===== config.mk =====
export PLATFORM = sky130hd
export DESIGN_NAME = dxn_packer
export DESIGN_NICKNAME = d
export VERILOG_FILES = /design/src/rtl/core/dxn_pkg.sv /design/src/rtl/core/dxn_packer.sv
export SDC_FILE = /design/constraint.sdc
export NUM_CORES = 1
export LEC_CHECK = 0
export BUFFER_PORTS_ARGS = -buffer_cell sky130_fd_sc_hd__buf_2
export CAP_MARGIN = 15
export CORE_MARGIN = 3
export CORE_UTILIZATION = 53
export DETAILED_ROUTE_END_ITERATION = 8
export PLACE_DENSITY_LB_ADDON = 0.2
export SYNTH_ARGS = -nofsm -noshare
export SYNTH_HDL_FRONTEND = slang
export SYNTH_SLANG_ARGS = --single-unit

===== constraint.sdc =====
create_clock -name clk -period 4.8 [get_ports clk]
set_input_delay 0.48 -clock clk [delete_from_list [all_inputs] [get_ports clk]]
set_output_delay 0.48 -clock clk [all_outputs]
set_load 0.02 [all_outputs]

===== src/rtl/core/dxn_pkg.sv =====
`timescale 1ns / 1ps

package dxn_pkg;

  // field widths
  localparam int VALUE_W    = 64;
  localparam int COUNT_W    = 32;
  localparam int NIB_W      = 4;
  localparam int BYTE_W     = 8;
  localparam int LEAD_W     = 4;
  localparam int BYTE_IDX_W = 4;

  // count nibble, then up to sixteen data nibbles, plus one held nibble
  localparam int PACK_W = VALUE_W + 2 * NIB_W;

  // context hash takes the delta from this bit up
  localparam int HASH_SHIFT = 40;

  // generation tag kept beside each table entry
  localparam int EPOCH_W = 8;

  localparam int TABLE_ENTRIES_DEFAULT = 1024;

  typedef struct packed {
    logic [VALUE_W-1:0] value_bits;
    logic               chunk_last;
  } in_word_t;

  typedef struct packed {
    logic [BYTE_W-1:0]  out_byte;
    logic               run_last;
    logic [COUNT_W-1:0] nibble_total;
  } out_word_t;

  // prediction residue handed from the predictor to the packer
  typedef struct packed {
    logic [VALUE_W-1:0] diff;
    logic               last;
  } diff_word_t;

endpackage


===== src/rtl/core/dxn_packer.sv =====
`timescale 1ns / 1ps

module dxn_packer (
  input  logic                clk,
  input  logic                rst,
  input  logic                diff_valid,
  output logic                diff_stall,
  input  dxn_pkg::diff_word_t diff,
  output logic                code_valid,
  input  logic                code_stall,
  output dxn_pkg::out_word_t  code
);

  // index of the highest nonzero nibble, zero for an all-zero word
  function automatic logic [dxn_pkg::LEAD_W-1:0] top_nibble(
    input logic [dxn_pkg::VALUE_W-1:0] x
  );
    logic [dxn_pkg::LEAD_W-1:0] idx;
    idx = '0;
    for (int i = 0; i < dxn_pkg::VALUE_W / dxn_pkg::NIB_W; i++) begin
      if (x[i*dxn_pkg::NIB_W +: dxn_pkg::NIB_W] != '0) begin
        idx = dxn_pkg::LEAD_W'(i);
      end
    end
    return idx;
  endfunction

  logic [dxn_pkg::COUNT_W-1:0]    nibble_count;
  logic [dxn_pkg::NIB_W-1:0]      held_nibble;

  logic                           busy;
  logic [dxn_pkg::PACK_W-1:0]     s_vec;
  logic [dxn_pkg::BYTE_IDX_W-1:0] s_idx;
  logic [dxn_pkg::BYTE_IDX_W-1:0] s_nb;
  logic                           s_last;
  logic [dxn_pkg::COUNT_W-1:0]    s_total;

  logic                           final_byte;
  logic                           emit;
  logic                           load;

  logic                           held_flag;
  logic [dxn_pkg::LEAD_W-1:0]     lead;
  logic [4:0]                     run_len;
  logic [4:0]                     stream_len;
  logic [dxn_pkg::PACK_W-1:0]     vec;
  logic [dxn_pkg::BYTE_IDX_W-1:0] nb;
  logic [dxn_pkg::COUNT_W-1:0]    count_sum;
  logic [dxn_pkg::NIB_W-1:0]      held_next;

  assign final_byte = (s_idx == s_nb - dxn_pkg::BYTE_IDX_W'(1));
  assign emit       = busy && (!code_valid || !code_stall);
  assign diff_stall = busy && !(emit && final_byte);
  assign load       = diff_valid && !diff_stall;

  assign held_flag  = nibble_count[0];
  assign lead       = top_nibble(diff.diff);
  assign run_len    = 5'(lead) + 5'd2;
  assign stream_len = run_len + 5'(held_flag);
  assign vec        = held_flag ? {diff.diff, lead, held_nibble}
                                : {{dxn_pkg::NIB_W{1'b0}}, diff.diff, lead};
  assign nb         = stream_len[4:1] + dxn_pkg::BYTE_IDX_W'(diff.last & stream_len[0]);
  assign count_sum  = nibble_count + dxn_pkg::COUNT_W'(run_len);
  assign held_next  = stream_len[0] ? vec[{stream_len - 5'd1, 2'b00} +: dxn_pkg::NIB_W] : '0;

  always_ff @(posedge clk) begin
    if (rst) begin
      busy         <= 1'b0;
      code_valid   <= 1'b0;
      nibble_count <= '0;
      held_nibble  <= '0;
    end else begin
      if (emit) begin
        code_valid <= 1'b1;
      end else if (!code_stall) begin
        code_valid <= 1'b0;
      end
      if (load) begin
        busy <= 1'b1;
      end else if (emit && final_byte) begin
        busy <= 1'b0;
      end
      if (load) begin
        if (diff.last) begin
          nibble_count <= '0;
          held_nibble  <= '0;
        end else begin
          nibble_count <= count_sum;
          held_nibble  <= held_next;
        end
      end
    end
  end

  always_ff @(posedge clk) begin
    if (emit) begin
      code.out_byte     <= s_vec[{s_idx, 3'b000} +: dxn_pkg::BYTE_W];
      code.run_last     <= final_byte;
      code.nibble_total <= (final_byte && s_last) ? s_total : '0;
    end
    if (load) begin
      s_vec   <= vec;
      s_idx   <= '0;
      s_nb    <= nb;
      s_last  <= diff.last;
      s_total <= count_sum;
    end else if (emit) begin
      s_idx   <= s_idx + dxn_pkg::BYTE_IDX_W'(1);
    end
  end

endmodule


==> flow_summary.json <==
{
  "layout_worst_path_cycle_share": 0.900,
  "grt_antenna_before_repair": 0,
  "worstSetupStartpointType": "input port",
  "area_overhead_vs_synth_pct": 15.4,
  "grt.total_usage": 0.244,
  "detailedPlace.worstSlack_ns": 0.169,
  "finalSetupTns_ns": 0,
  "detailroute.via_count": 7046,
  "holdCritPathClass": "input port to flip-flop",
  "worst_ir_drop_vdd_v": 0.000240,
  "floorplan.die_area_um2": 20200,
  "grt_setup_unrepaired": "no",
  "fp-row-count": 49,
  "worst_pin_slew_ns": 1.21,
  "vias_per_cell": 6.17,
  "gpl.final_weighted_congestion": 0.928,
  "first_iter_violations": 735,
  "max_cap_violation_count": 0,
  "critical_path.endpoint_type": "flip-flop",
  "cts_htree_levels": 4,
  "synthesis.instances": 783,
  "numClockSinks": 192,
  "synth.ff_latch_count": 192,
  "worst-endpoint-required_ns": 5.17,
  "post_synth_main_area_contributors": "edfxtp_1, dfxtp_1, mux2_2, mux4_2, xnor2_1",
  "dr_wl_met2_um": 11400,
  "fillers": 1414,
  "drt_pass1_iterations": 6,
  "grt_overflow": 0,
  "rr_startpoint": "s_idx[1]$_SDFFE_PP0P_",
  "die_w_um": 142,
  "mappedNetlistArea_um2": 9810,
  "clock-skew-final_ns": 0.00771,
  "core-area_um2": 18100,
  "cp_slowest_stage_delay_ns": 0.59,
  "multi_input_area_um2": 4230,
  "final-instance-count-excl-fill": 1142,
  "power_density_nw_per_um2": 353,
  "async_reset_ff_frac": 0,
  "critPathMaxFanout": 6,
  "detailed_place_hpwl_um": 17400,
  "hold-worst-slack_ns": 0.344,
  "worst_skew_pair.late_latency_ns": 0.44,
  "final_layout_size_suffix_gt1_frac": 0.296,
  "path_clk_slew_ns": 0.07,
  "critical_path_class": "input port to flip-flop",
  "met3RoutedLength_um": 1510,
  "count_of_flip_flops_with_a_built_in_enable_after_synthesis": 150,
  "final_critical_path_setup_slack_ns": 0.482,
  "tritoncts": "yes",
  "initial_core_util": 0.542,
  "die_h_um": 142,
  "outcome": "complete, no violations",
  "cts.root.buffer_cell": "clkbuf_16",
  "antenna_cells": 0,
  "cp-startpoint": "diff[21]",
  "numCtsBuffers": 17,
  "max_freq_mhz": 232,
  "post-synth-top-area-fraction": 0.459,
  "grt_max_degree": 81,
  "routedLengthMet1_um": 10800,
  "hold_buffers": 0,
  "post_cts_buffers": 0,
  "timing.critical_path.arrival_ns": 4.69,
  "postCtsResizedCells": 0,
  "post_synth_num_cell_types": 72,
  "yosysTopAreaCell": "edfxtp_1",
  "syn_avg_cell_area_um2": 12.5,
  "final-seq-area_um2": 5350,
  "drt_wl_total_um": 24200,
  "highest_signal_layer_in_the_routed_design": "met4",
  "worstHoldStart": "diff_valid",
  "routedWlPerCell_um": 21.2,
  "top_level_ports": 112,
  "relSlewSlack": 0.182,
  "place.port_buffers": 111,
  "slowest_cell_on_the_critical_path": "or4_1",
  "timing.final.setup_violations": 0,
  "fin_crit_ns": 4.32,
  "postSynthNetCount": 866,
  "grt_pass1_vias": 6986,
  "cpMostUsedCell": "ha_1",
  "yosys_warnings": 0,
  "hold_violations": 0,
  "num-nets-final": 983,
  "total_leakage_power_nw": 4.24,
  "wire_length_of_the_first_global_routing_pass_um": 38200,
  "synth_top_flop_cell": "edfxtp_1",
  "dpl.cell_count": 1109,
  "detail_route.drc_violations": 0,
  "crit_path_cell_trace": "buf_2 -> or4_1 -> a211oi_1 -> o21ai_1 -> a21oi_1 -> nand3b_1 -> nand2_1 -> ha_1 -> ha_1 -> inv_1 -> ha_1 -> nand2b_1 -> or3b_1 -> nor4_1 -> a211oi_1 -> and4b_4 -> xnor2_2 -> o41a_1 -> o21ai_1",
  "clk_path_buf_depth": 2,
  "total_count_of_max_transition_violations_in_the_final_report": 0,
  "synth.yosys.seq_area_share": 0.545,
  "drt.antenna.violating_nets": 0
}
-- Yosys cell counts, types with 9 or more instances --
master	count
mux2_2	57
nor2_1	46
and3_1	40
xor2_1	14
and2_1	10
o31ai_1	9
dfxtp_1	42
nand3_1	25
xnor2_1	29
mux4_2	26
ha_1	13
inv_1	15
nand2_1	40
nand4_1	9
a21oi_1	30
nor4_1	15
o21ai_0	22
edfxtp_1	150
o21ai_1	14
nor3_1	11
clkbuf_1	34
mux2i_1	17
-- logic make-up (layout without fill, tap and decap cells) --
logic type,count (synthesis),count (layout),synth area share
AND/OR/NAND/NOR,233,233,0.130
flip-flops,192,192,0.545
AO/OA/AOI/OAI,124,124,0.0812
multiplexers,108,108,0.152
buffers and inverters,64,194,0.0251
XOR/XNOR,48,48,0.0481
adder cells (fa/ha/maj),14,14,0.0186
-- final timing paths --
kind | endpoint | slack [ns] | cells after the start
max reg2reg | held_nibble[2]$_SDFFE_PP0P_ | 1.24 | 9
min reg2reg | nibble_count[3]$_SDFFE_PP0P_ | 0.48 | 2
max | held_nibble[2]$_SDFFE_PP0P_ | 0.48 | 19
min | busy$_SDFFE_PP0P_ | 0.34 | 3
-- flip-flops by register name, summed over array words and instances, names as in the netlist --
signal / flops
s_vec: 72
code: 41
nibble_count: 32
s_total: 32
held_nibble: 4
s_idx: 4
s_nb: 4
busy: 1
code_valid: 1
s_last: 1
-- per-layer routing --
metal,GRT usage,vias to the layer above
met1,0.354,3496
met5,0,-
met4,0.0732,0
met3,0.0481,36
li1,-,3248
met2,0.376,266
-- where the power goes --
group | switching (mW) | internal, mW | total, mW
Combinational | 0.369 | 0.264 | 0.633
Clock | 0.633 | 0.779 | 1.41
Sequential | 0.0495 | 1.91 | 1.96
-- area by class of cell --
type	instances	area share
flip-flops and latches	192	0.472
multi-input cells	527	0.373
repair buffers	140	0.0694
clock buffers	19	0.0382
well taps	229	0.0253
clock inverters	13	0.0135
inverters	22	0.00774
-- worst max-delay path: cells and delay by family --
kind            cells  cell delay, ns
simple gates        7            1.94
compound gates      6            1.11
fa+ha+maj           3            0.82
xor+xnor            1            0.18
buf+inv             2            0.16
-- placed cells by master, fill, tap and decap left out, types with 4 or more instances in the layout --
master / netlist / layout
edfxtp_1: 150 / 150
buf_2: 3 / 111
mux2_2: 57 / 57
nor2_1: 46 / 46
dfxtp_1: 42 / 41
nand2_1: 40 / 40
and3_1: 40 / 40
a21oi_1: 30 / 30
xnor2_1: 29 / 29
buf_4: 0 / 28
mux4_2: 26 / 26
nand3_1: 25 / 25
o21ai_0: 22 / 22
mux2i_1: 17 / 17
clkbuf_16: 0 / 17
inv_1: 15 / 15
xor2_1: 14 / 14
nor4_1: 15 / 14
o21ai_1: 14 / 14
ha_1: 13 / 13
nor3_1: 11 / 11
and2_1: 10 / 10
o31ai_1: 9 / 9
nand4_1: 9 / 9
a31oi_1: 8 / 8
or3_1: 8 / 8
mux2_1: 8 / 8
a211oi_1: 5 / 5
a22o_1: 5 / 5
a22oi_1: 5 / 5
clkinv_1: 2 / 4
or4_1: 4 / 4
a21o_1: 4 / 4
-- stage by stage --
| step | util | power (mW) | instance area (um2) |
|---|---|---|---|
| 6_report | 0.626 | 4.00 | 11300 |
| 5_1_grt | 0.626 | 4.14 | 11300 |
| 4_1_cts | 0.625 | 4.01 | 11300 |
| 3_5_place_dp | 0.592 | 2.62 | 10700 |
| 3_3_place_gp | 0.592 | 2.60 | 10700 |
| 2_1_floorplan | - | 2.38 | 9810 |
Note: power is estimated with default switching activity, not from simulation.
